### config.mk
export PLATFORM = sky130hd
export DESIGN_NAME = key_scan_debounce_long_press
export DESIGN_NICKNAME = d
export VERILOG_FILES = /design/src/hw/rtl/ksdlp_pkg.sv /design/src/hw/rtl/ksdlp_cfg_regs.sv /design/src/hw/rtl/ksdlp_code_sel.sv /design/src/hw/rtl/ksdlp_fsm.sv /design/src/hw/rtl/key_scan_debounce_long_press.sv
export SDC_FILE = /design/constraint.sdc
export NUM_CORES = 1
export LEC_CHECK = 0
export ABC_AREA = 0
export BUFFER_PORTS_ARGS = -buffer_cell sky130_fd_sc_hd__buf_2
export CAP_MARGIN = 20
export CORE_MARGIN = 4
export CORE_UTILIZATION = 40
export DETAILED_ROUTE_END_ITERATION = 16
export PLACE_DENSITY = 0.64
export SETUP_SLACK_MARGIN = 0.2
export SLEW_MARGIN = 20
export SYNTH_ARGS = -nofsm -noshare
export SYNTH_HDL_FRONTEND = slang
export SYNTH_HIERARCHICAL = 1
export SYNTH_SLANG_ARGS = --single-unit
### constraint.sdc
create_clock -name clk -period 4.3 [get_ports clk]
set_input_delay 0.215 -clock clk [delete_from_list [all_inputs] [get_ports clk]]
set_output_delay 0.215 -clock clk [all_outputs]
set_load 0.03 [all_outputs]
### src/hw/rtl/ksdlp_pkg.sv
package ksdlp_pkg;

    localparam int NUM_KEYS   = 4;
    localparam int CODE_W     = 8;
    localparam int COUNT_W    = 16;
    localparam int ACTIVE_W   = 3;
    localparam int CFG_IDX_W  = 3;
    localparam int CFG_DATA_W = 16;

    // register indexes on the config port
    localparam logic [CFG_IDX_W-1:0] CFG_KEY_CODE_0   = 3'd0;
    localparam logic [CFG_IDX_W-1:0] CFG_KEY_CODE_1   = 3'd1;
    localparam logic [CFG_IDX_W-1:0] CFG_KEY_CODE_2   = 3'd2;
    localparam logic [CFG_IDX_W-1:0] CFG_KEY_CODE_3   = 3'd3;
    localparam logic [CFG_IDX_W-1:0] CFG_ACTIVE_KEYS  = 3'd4;
    localparam logic [CFG_IDX_W-1:0] CFG_LONG_PRESS   = 3'd5;
    localparam logic [CFG_IDX_W-1:0] CFG_REPEAT       = 3'd6;

    localparam logic [COUNT_W-1:0] LONG_PRESS_RESET = 16'd100;
    localparam logic [COUNT_W-1:0] REPEAT_RESET     = 16'd20;

    typedef enum logic [3:0] {
        PH_IDLE    = 4'b0001,
        PH_CONFIRM = 4'b0010,
        PH_PRESSED = 4'b0100,
        PH_LONG    = 4'b1000
    } phase_t;

    typedef struct packed {
        logic [NUM_KEYS-1:0][CODE_W-1:0] key_code;
        logic [ACTIVE_W-1:0]             active_keys;
        logic [COUNT_W-1:0]              long_press_ticks;
        logic [COUNT_W-1:0]              repeat_ticks;
    } cfg_t;

    typedef struct packed {
        logic [CODE_W-1:0] code;
        logic              is_long;
    } key_event_t;

endpackage

### src/hw/rtl/ksdlp_cfg_regs.sv
module ksdlp_cfg_regs (
    input  logic                               clk,
    input  logic                               rst_n,
    input  logic                               cfg_we,
    input  logic [ksdlp_pkg::CFG_IDX_W-1:0]    cfg_index,
    input  logic [ksdlp_pkg::CFG_DATA_W-1:0]   cfg_data,
    output ksdlp_pkg::cfg_t                    cfg
);
    import ksdlp_pkg::*;

    cfg_t cfg_reg;
    cfg_t cfg_next;

    always_comb
    begin
        cfg_next = cfg_reg;
        if (cfg_we)
        begin
            unique case (cfg_index)
                CFG_KEY_CODE_0:  cfg_next.key_code[0] = cfg_data[CODE_W-1:0];
                CFG_KEY_CODE_1:  cfg_next.key_code[1] = cfg_data[CODE_W-1:0];
                CFG_KEY_CODE_2:  cfg_next.key_code[2] = cfg_data[CODE_W-1:0];
                CFG_KEY_CODE_3:  cfg_next.key_code[3] = cfg_data[CODE_W-1:0];
                CFG_ACTIVE_KEYS: cfg_next.active_keys = cfg_data[ACTIVE_W-1:0];
                CFG_LONG_PRESS:  cfg_next.long_press_ticks = cfg_data[COUNT_W-1:0];
                CFG_REPEAT:      cfg_next.repeat_ticks = cfg_data[COUNT_W-1:0];
                default:         cfg_next = cfg_reg;   // unused index
            endcase
        end
    end

    always_ff @(posedge clk or negedge rst_n)
    begin
        if (!rst_n)
        begin
            cfg_reg.key_code         <= '0;
            cfg_reg.active_keys      <= '0;
            cfg_reg.long_press_ticks <= LONG_PRESS_RESET;
            cfg_reg.repeat_ticks     <= REPEAT_RESET;
        end
        else
        begin
            cfg_reg <= cfg_next;
        end
    end

    assign cfg = cfg_reg;

endmodule

### src/hw/rtl/ksdlp_code_sel.sv
module ksdlp_code_sel (
    input  ksdlp_pkg::cfg_t                    cfg,
    input  logic [ksdlp_pkg::NUM_KEYS-1:0]     levels,
    output logic [ksdlp_pkg::CODE_W-1:0]       code
);
    import ksdlp_pkg::*;

    localparam logic [ACTIVE_W-1:0] MAX_ACTIVE = ACTIVE_W'(NUM_KEYS);

    logic [ACTIVE_W-1:0] n_keys;

    // clamp active count, then highest enabled pressed key with nonzero code wins
    always_comb
    begin
        n_keys = (cfg.active_keys > MAX_ACTIVE) ? MAX_ACTIVE : cfg.active_keys;
        code   = '0;
        for (int i = 0; i < NUM_KEYS; i++)
        begin
            if ((ACTIVE_W'(i) < n_keys) && levels[i] && (cfg.key_code[i] != '0))
            begin
                code = cfg.key_code[i];
            end
        end
    end

endmodule

### src/hw/rtl/ksdlp_fsm.sv
module ksdlp_fsm (
    input  logic                               clk,
    input  logic                               rst_n,
    input  logic                               step,
    input  logic [ksdlp_pkg::CODE_W-1:0]       code,
    input  ksdlp_pkg::cfg_t                    cfg,
    output ksdlp_pkg::key_event_t              evt
);
    import ksdlp_pkg::*;

    phase_t             phase_reg,      phase_next;
    logic [CODE_W-1:0]  held_code_reg,  held_code_next;
    logic [COUNT_W-1:0] hold_count_reg, hold_count_next;
    logic [COUNT_W-1:0] count_inc;
    logic               same;
    key_event_t         evt_raw;

    assign count_inc = hold_count_reg + COUNT_W'(1);   // wraps
    assign same      = (code == held_code_reg);

    always_comb
    begin
        phase_next      = phase_reg;
        held_code_next  = held_code_reg;
        hold_count_next = hold_count_reg;
        evt_raw         = '0;
        unique case (phase_reg)
            PH_IDLE:
            begin
                if (code != '0)
                begin
                    held_code_next = code;
                    phase_next     = PH_CONFIRM;
                end
            end
            PH_CONFIRM:
            begin
                if (same)
                begin
                    hold_count_next = '0;
                    phase_next      = PH_PRESSED;
                end
                else
                begin
                    phase_next = PH_IDLE;
                end
            end
            PH_PRESSED:
            begin
                if (same)
                begin
                    hold_count_next = count_inc;
                    if (count_inc > cfg.long_press_ticks)
                    begin
                        hold_count_next = '0;
                        phase_next      = PH_LONG;
                        evt_raw.code    = held_code_reg;
                        evt_raw.is_long = 1'b1;
                    end
                end
                else
                begin
                    // release before threshold: short press
                    phase_next   = PH_IDLE;
                    evt_raw.code = held_code_reg;
                end
            end
            PH_LONG:
            begin
                if (same)
                begin
                    hold_count_next = count_inc;
                    if (count_inc > cfg.repeat_ticks)
                    begin
                        hold_count_next = '0;
                        evt_raw.code    = held_code_reg;
                        evt_raw.is_long = 1'b1;
                    end
                end
                else
                begin
                    phase_next = PH_IDLE;   // silent release
                end
            end
            default:
            begin
                phase_next = PH_IDLE;
            end
        endcase
        evt.code    = evt_raw.code;
        evt.is_long = evt_raw.is_long && (evt_raw.code != '0);
    end

    always_ff @(posedge clk or negedge rst_n)
    begin
        if (!rst_n)
        begin
            phase_reg      <= PH_IDLE;
            held_code_reg  <= '0;
            hold_count_reg <= '0;
        end
        else if (step)
        begin
            phase_reg      <= phase_next;
            held_code_reg  <= held_code_next;
            hold_count_reg <= hold_count_next;
        end
    end

endmodule

### src/hw/rtl/key_scan_debounce_long_press.sv
// Path: an accepted tick is held in the input register, then its event moves to the result
// register once the result slot is free, and is transferred on m_tdata/m_tuser from there.
// Throughput: one tick per cycle while m_tready keeps the result slot free; the key-code
// select and phase update sit in one stage between the input register and result register.
// Reset (rst_n, async, active low): phase idle, held code and hold count zero,
// key codes zero, active_keys zero, long threshold 100, repeat interval 20.
module key_scan_debounce_long_press (
    input  logic                               clk,
    input  logic                               rst_n,
    // config write port
    input  logic                               cfg_we,
    input  logic [ksdlp_pkg::CFG_IDX_W-1:0]    cfg_index,
    input  logic [ksdlp_pkg::CFG_DATA_W-1:0]   cfg_data,
    // tick input
    input  logic                               s_tvalid,
    output logic                               s_tready,
    input  logic [7:0]                         s_tdata,   // [3:0] key_levels, [7:4] zero
    // event output
    output logic                               m_tvalid,
    input  logic                               m_tready,
    output logic [7:0]                         m_tdata,   // [7:0] event_code
    output logic                               m_tuser    // [0] is_long
);
    import ksdlp_pkg::*;

    // Input stage: holds one scan tick.
    logic                in_valid_reg, in_valid_next;
    logic [NUM_KEYS-1:0] levels_reg;

    // Result stage: holds one event until the downstream transfer.
    logic                out_valid_reg, out_valid_next;
    key_event_t          out_evt_reg;

    cfg_t                cfg;
    logic [CODE_W-1:0]   tick_code;
    key_event_t          evt;
    logic                out_free;
    logic                step;
    logic                in_xfer;

    // Result slot is free when empty or being drained this cycle.
    assign out_free = !out_valid_reg || m_tready;
    // Tick moves from input stage to result stage: state machine steps.
    assign step     = in_valid_reg && out_free;
    // Input stage takes a new tick when empty or emptying this cycle.
    assign s_tready = !in_valid_reg || out_free;
    assign in_xfer  = s_tvalid && s_tready;

    ksdlp_cfg_regs u_cfg_regs (
        .clk       (clk),
        .rst_n     (rst_n),
        .cfg_we    (cfg_we),
        .cfg_index (cfg_index),
        .cfg_data  (cfg_data),
        .cfg       (cfg)
    );

    ksdlp_code_sel u_code_sel (
        .cfg    (cfg),
        .levels (levels_reg),
        .code   (tick_code)
    );

    ksdlp_fsm u_fsm (
        .clk   (clk),
        .rst_n (rst_n),
        .step  (step),
        .code  (tick_code),
        .cfg   (cfg),
        .evt   (evt)
    );

    always_comb
    begin
        in_valid_next = in_valid_reg;
        if (in_xfer)
        begin
            in_valid_next = 1'b1;
        end
        else if (step)
        begin
            in_valid_next = 1'b0;
        end

        out_valid_next = out_valid_reg;
        if (step)
        begin
            out_valid_next = 1'b1;
        end
        else if (m_tready)
        begin
            out_valid_next = 1'b0;
        end
    end

    always_ff @(posedge clk or negedge rst_n)
    begin
        if (!rst_n)
        begin
            in_valid_reg  <= 1'b0;
            out_valid_reg <= 1'b0;
        end
        else
        begin
            in_valid_reg  <= in_valid_next;
            out_valid_reg <= out_valid_next;
        end
    end

    // payload registers, no reset
    always_ff @(posedge clk)
    begin
        if (in_xfer)
        begin
            levels_reg <= s_tdata[NUM_KEYS-1:0];
        end
        if (step)
        begin
            out_evt_reg <= evt;
        end
    end

    assign m_tvalid = out_valid_reg;
    assign m_tdata  = out_evt_reg.code;
    assign m_tuser  = out_evt_reg.is_long;

`ifndef SYNTH
    // long flag never accompanies an empty event
    a_long_has_code : assert property (@(posedge clk) disable iff (!rst_n)
        m_tvalid && m_tuser |-> m_tdata != '0)
        else $error("is_long set with zero event code");

    // every stepped tick lands in the result stage
    a_step_fills_out : assert property (@(posedge clk) disable iff (!rst_n)
        step |=> out_valid_reg)
        else $error("stepped tick did not reach result stage");

    // an accepted tick is held in the input stage
    a_in_captured : assert property (@(posedge clk) disable iff (!rst_n)
        in_xfer |=> in_valid_reg)
        else $error("accepted tick lost from input stage");
`endif

endmodule
After elaboration in Yosys (flattened, before gate mapping)
Cells that the tools add are included.
{"block": "word_totals", "ff_bits": 110, "elab_cells": 102, "output_inout_bits": 11, "in_bits": 32}
{"block": "classes", "n_addsub": 1, "n_reduce_logical": 35, "magnitude_cmp": 7, "n_mux": 27, "eq_ne": 17}
{"operator": "2-to-1 mux 16 bit", "count": 5}
{"operator": "one-hot mux 16 bit (3 select lines)", "count": 1}
{"operator": "nonzero test 8 bit", "count": 6}
{"operator": "2-to-1 mux 8 bit", "count": 5}
{"operator": "> comparator 16 bit", "count": 2}
{"operator": "2-to-1 mux 9 bit", "count": 3}
{"operator": "one-hot mux 9 bit (2 select lines)", "count": 1}
{"operator": "adder 16 x 1 -> 16 bit, second input constant", "count": 1}
{"operator": "2-to-1 mux 4 bit", "count": 4}
{"operator": "one-hot mux 4 bit (4 select lines)", "count": 1}
{"operator": "AND reduction 2 bit", "count": 7}
{"operator": "logical AND 1 bit", "count": 11}
{"operator": "== test 3 bit, second input constant", "count": 3}
{"operator": "== test 8 bit", "count": 1}
{"operator": "!= test 2 x 1 -> 1 bit, second input constant", "count": 4}
{"operator": "== test 3 x 2 -> 1 bit, second input constant", "count": 2}
{"operator": "< comparator 1 x 3 -> 1 bit, first input constant", "count": 2}
{"operator": "< comparator 2 x 3 -> 1 bit, first input constant", "count": 2}
{"operator": "2-to-1 mux 3 bit", "count": 2}
{"operator": "2-to-1 mux 1 bit", "count": 5}
{"operator": "AND reduction 5 bit", "count": 1}
{"operator": "== test 4 x 1 -> 1 bit, second input constant", "count": 1}
{"operator": "== test 4 x 2 -> 1 bit, second input constant", "count": 1}
{"operator": "== test 4 x 3 -> 1 bit, second input constant", "count": 1}
{"operator": "other kinds (12)", "count": 15}

Longest topological paths before layout
{"block": "depth", "word_depth": 14, "ltp_mapped": 14, "depth_no_buf": 13}

Modules after synthesis
Netlist, hierarchy kept.
{"module": "ksdlp_fsm", "instances": 1, "seq_area_each_um2": 701.9, "cells_per_inst": 323, "area_per_inst_um2": 2693.8}
{"module": "ksdlp_cfg_regs", "instances": 1, "seq_area_each_um2": 1682.9, "cells_per_inst": 149, "area_per_inst_um2": 2592.5}
{"module": "ksdlp_code_sel", "instances": 1, "seq_area_each_um2": 0.0, "cells_per_inst": 72, "area_per_inst_um2": 553.0}
{"module": "key_scan_debounce_long_press", "instances": 1, "seq_area_each_um2": 440.4, "cells_per_inst": 21, "area_per_inst_um2": 494.2}

Worst setup path after synthesis
Ideal clock, no wire load.
{"block": "synth_path", "kind": "flip-flop to flip-flop", "start": "register u_fsm.hold_count_reg[6]", "end": "register u_fsm.hold_count_reg[6]", "setup_ps": 77, "setup_slack_ps": 1016, "path_buffers": 2, "required_ps": 4223, "stages_incl_launch_ff": 15, "period_less_slack_ps": 3284, "arrival_time_ps": 3207, "path_cell_list": "dfrtp_1 -> buf_2 -> nand2_1 -> nor3_1 -> nand3_1 -> o21a_1 -> or2_2 -> ha_1 -> nand4_1 -> nor3_1 -> or4_1 -> o31ai_1 -> a2bb2oi_2 -> buf_4 -> a21oi_1"}
{"block": "synth_between", "elab_chain_len": 5, "word_cells_on_any_way": 8, "cone_classes": "add/sub (1); order compare (2); mux (5)"}
{"element": "start, declared", "line": "ksdlp_fsm.sv:13", "text": "logic [COUNT_W-1:0] hold_count_reg, hold_count_next;"}
{"element": "start signal, assigned", "line": "ksdlp_fsm.sv:106", "text": "hold_count_reg <= hold_count_next;"}
{"element": "adder 16 x 1 -> 16 bit *", "line": "ksdlp_fsm.sv:18", "text": "assign count_inc = hold_count_reg + COUNT_W'(1);"}
{"element": "> comparator 16 bit (on tied branches)", "line": "ksdlp_fsm.sv:73, ksdlp_fsm.sv:53"}
{"element": "2-to-1 mux 16 bit (on tied branches)", "line": "ksdlp_fsm.sv:73, ksdlp_fsm.sv:53"}
{"element": "2-to-1 mux 16 bit (on tied branches)", "line": "ksdlp_fsm.sv:70, ksdlp_fsm.sv:50"}
{"element": "one-hot mux 16 bit (3 select lines) *", "line": "ksdlp_fsm.sv:27", "text": "unique case (phase_reg)"}
Mark *: on every way between the ends. The rest lies on a longest branch, timed or not. The select of a mux whose other input is x is not followed.
A chain may end at the register's enable or synchronous reset.

Worst setup path after layout
{"block": "layout_path", "start": "register u_fsm.hold_count_reg[0]", "end": "register u_fsm.hold_count_reg[15]"}
Same word-level chain as after synthesis.

==> metrics.md <==
| Metric | Value |
|---|---|
| Initial Util | `0.412` |
| Cell Count, Final, Fillers Out | `between 800 and 900` |
| Fmax | `264 MHz` |
| Status | `completed` |
| P_leak | `0.00306 uW` |
| Syn. warnings | `6` |
| Number of global-route vias before repair | `4436` |
| Row count | `45` |
| Synth cell count leaders | `91 x dfrtp_1, 77 x mux2_2, 47 x inv_1, 39 x a21oi_1, 33 x ha_1` |
| Die H | `134 um` |
| Yosys top cell by area | `dfrtp_1` |
| Top FF cell, synth | `dfrtp_1` |
| First-pass GRT wire length | `22.2 mm` |
| CTS root buf | `clkbuf_16` |
| Largest net degree at the start of global routing | `between 60 and 70` |
| Vias | `4402` |
| DR vias/cell | `approximately 5.4` |
| Final Routed Wirelength | `approximately 13 mm` |
| Area contributors post-synth | `dfrtp_1 36%, mux2_2 14%, ha_1 6.5%` |
| Antenna-violating nets left | `0` |
| Slew headroom | `0.403` |
| Num Clock Sinks | `110` |
| Slew @ Worst Pin | `between 0.8 and 0.9 ns` |
| Total GRT Usage | `0.154` |
| Max reg flops | `67` |
| Setup TNS Final | `0 ns` |
| Mean post-synth cell area | `11.2 um^2` |
| Ports | `43` |
| Chip width | `134 um` |
| Tmin final | `3.78 ns` |
| Kind of critical path | `register to register` |
| CTS H-tree depth | `3` |
| DP Cell Count | `799` |
| Starting DRT DRC Count | `246` |
| Worst endpoint data arrival time | `4.05 ns` |
| Final Max Tran Viols | `0` |
| Die area | `17900 um^2` |
| IO buf count | `38` |
| Post-synth ARST share | `0.882` |
| Final critical-path share of the clock period | `0.879` |
| Unique masters post-synth | `67` |
| WP data required | `between 4 and 5 ns` |
| Nets in the synthesized netlist | `630` |
| CP Capture Type | `register` |
| Routability Congestion | `0.852` |
| Initial DRT Pass Iterations | `5` |
| Nets | `approximately 670` |
| Wire length per cell | `16.2 um` |
| Grt ovf | `0` |
| Startpoint types | `register` |
| Insertion delay to the later sink of the worst-skew pair | `0.36 ns` |
| VDD IR max | `around 190 uV` |
| Core area | `approximately 15000 um^2` |
| Layout area overhead | `11.2%` |
| Dpl hpwl | `9.99 mm` |
| Initial antenna violation count | `0` |
| Yosys reg bits | `110` |
| Worst hold path class | `input port to register` |
| # fillers | `between 1k and 1.5k` |
| Final core occ | `0.458` |
| Post-synthesis sequential area ratio | `0.446` |
| ANT cells | `0` |
| Hold slack | `approximately 0.026 ns` |
| Post-synthesis cell area | `6330 um^2` |
| Layout cell share with drive strength beyond 1 | `0.287` |
| Power per Cell Area | `432 nW/um^2` |
| Syn Inst Count | `565` |
| Pwr Total | `3040 uW` |
| Post-synth EDFFs | `13` |
| RSZ-0062 raised after global routing | `no` |
| Worst Skew | `~0.011 ns` |
| Top-count cell post-synth | `dfrtp_1` |
| Max Buffers Root-to-Sink | `2` |
| CTS tree | `done` |
| Max-cap viol count | `0` |
| Final setup viols | `0` |
| Drt drc | `0` |
| Num CTS Buffers | `9` |
| Hold Fails Final Rpt | `0` |
| Critical path fanouts, max | `15` |
| Yosys top cell area share | `0.360` |
| Worst-path clk slew | `0.08 ns` |
==> worst max-delay path: stages (launching register included) <==
cell	delay, ns
dfrtp_1	0.47
ha_1	0.27
nand3_1	0.22
nor2_4	0.22
nand2_1	0.13
nor2_1	0.20
xnor2_1	0.20
ha_1	0.30
nand4_1	0.18
nor3_1	0.06
or4_1	0.51
o31ai_1	0.42
a2bb2oi_2	0.11
buf_4	0.21
o21ai_0	0.18
==> final timing paths <==
kind / slack, ns / depth (start not counted) / end / startpoint
worst min-delay path: 0.03 / 1 / levels_reg[1] / s_tdata[1]
worst max-delay path: 0.52 / 14 / u_fsm/hold_count_reg[15] / u_fsm/hold_count_reg[0]
worst max register to register: 0.52 / 14 / u_fsm/hold_count_reg[15] / u_fsm/hold_count_reg[0]
max in group asynchronous: 2.81 / 3 / u_cfg_regs/cfg[4] / rst_n
worst min register to register: 0.51 / 1 / u_cfg_regs/cfg[25] / u_cfg_regs/cfg[25]
min in group asynchronous: 0.49 / 2 / u_cfg_regs/cfg[28] / rst_n
==> cells in the final DEF (no fill, tap or decap), types with 10 or more instances in the layout <==
cell,netlist,final
xnor2_1,16,16
edfxtp_1,13,13
nand3_1,13,13
ha_1,33,33
nand2_1,32,32
nand4_1,12,12
a21oi_1,39,39
buf_2,14,37
mux2_2,77,77
o21ai_0,10,10
inv_1,47,47
nor2_1,13,12
dfrtp_1,91,91
a22o_1,11,11
==> cell type report <==
class	count	area, um^2	share of cell area
Clock buffer	9	225	0.0320
Clock inverter	7	61.3	0.00871
Inverter	47	176	0.0251
Multi-Input combinational cell	388	3240	0.460
Sequential cell	110	2830	0.401
Tap cell	211	264	0.0375
Timing Repair Buffer	45	248	0.0352
==> what timing repair did <==
item / CTS / global route
hold buffers: 1 / 0
setup endpoints to repair: 0 / 24
buffers inserted: 0 / 1
resized for setup: 0 / 5
hold endpoints to repair: 58 / 0
==> metal layers <==
| layer | GRT usage | up-vias | wire [um] |
|---|---|---|---|
| met5 | 0 | - | 0 |
| met4 | 0.0629 | 0 | 145 |
| met3 | 0.0225 | 8 | 450 |
| met2 | 0.244 | 69 | 6250 |
| met1 | 0.212 | 2172 | 6360 |
| li1 | - | 2153 | - |
==> cells by family after synthesis <==
kind of cell / after synthesis / share of synthesized area
AOI/OAI and AO/OA: 116 / 0.129
DFF: 110 / 0.446
and+or+nand+nor: 140 / 0.145
adders and majority gates: 33 / 0.0652
xor gates and xnor gates: 21 / 0.0290
muxes: 78 / 0.139
buffers and inverters: 67 / 0.0466
==> where the power goes <==
part / switching, uW / leakage, uW / internal [uW] / total [uW]
clock network: 397 / 0.000131 / 400 / 797
logic: 412 / 0.00161 / 392 / 804
registers: 177 / 0.00132 / 1260 / 1440
total: 986 / 0.00306 / 2050 / 3040
==> metrics by stage <==
step	area [um^2]	setup slack, ns
after floorplan	6330	1.02
after global placement	6710	0.429
after detailed placement	6710	0.297
after CTS	7010	0.288
after global routing	7040	0.208
final	7040	0.519
No activity file was read; power rests on OpenSTA's default activity.
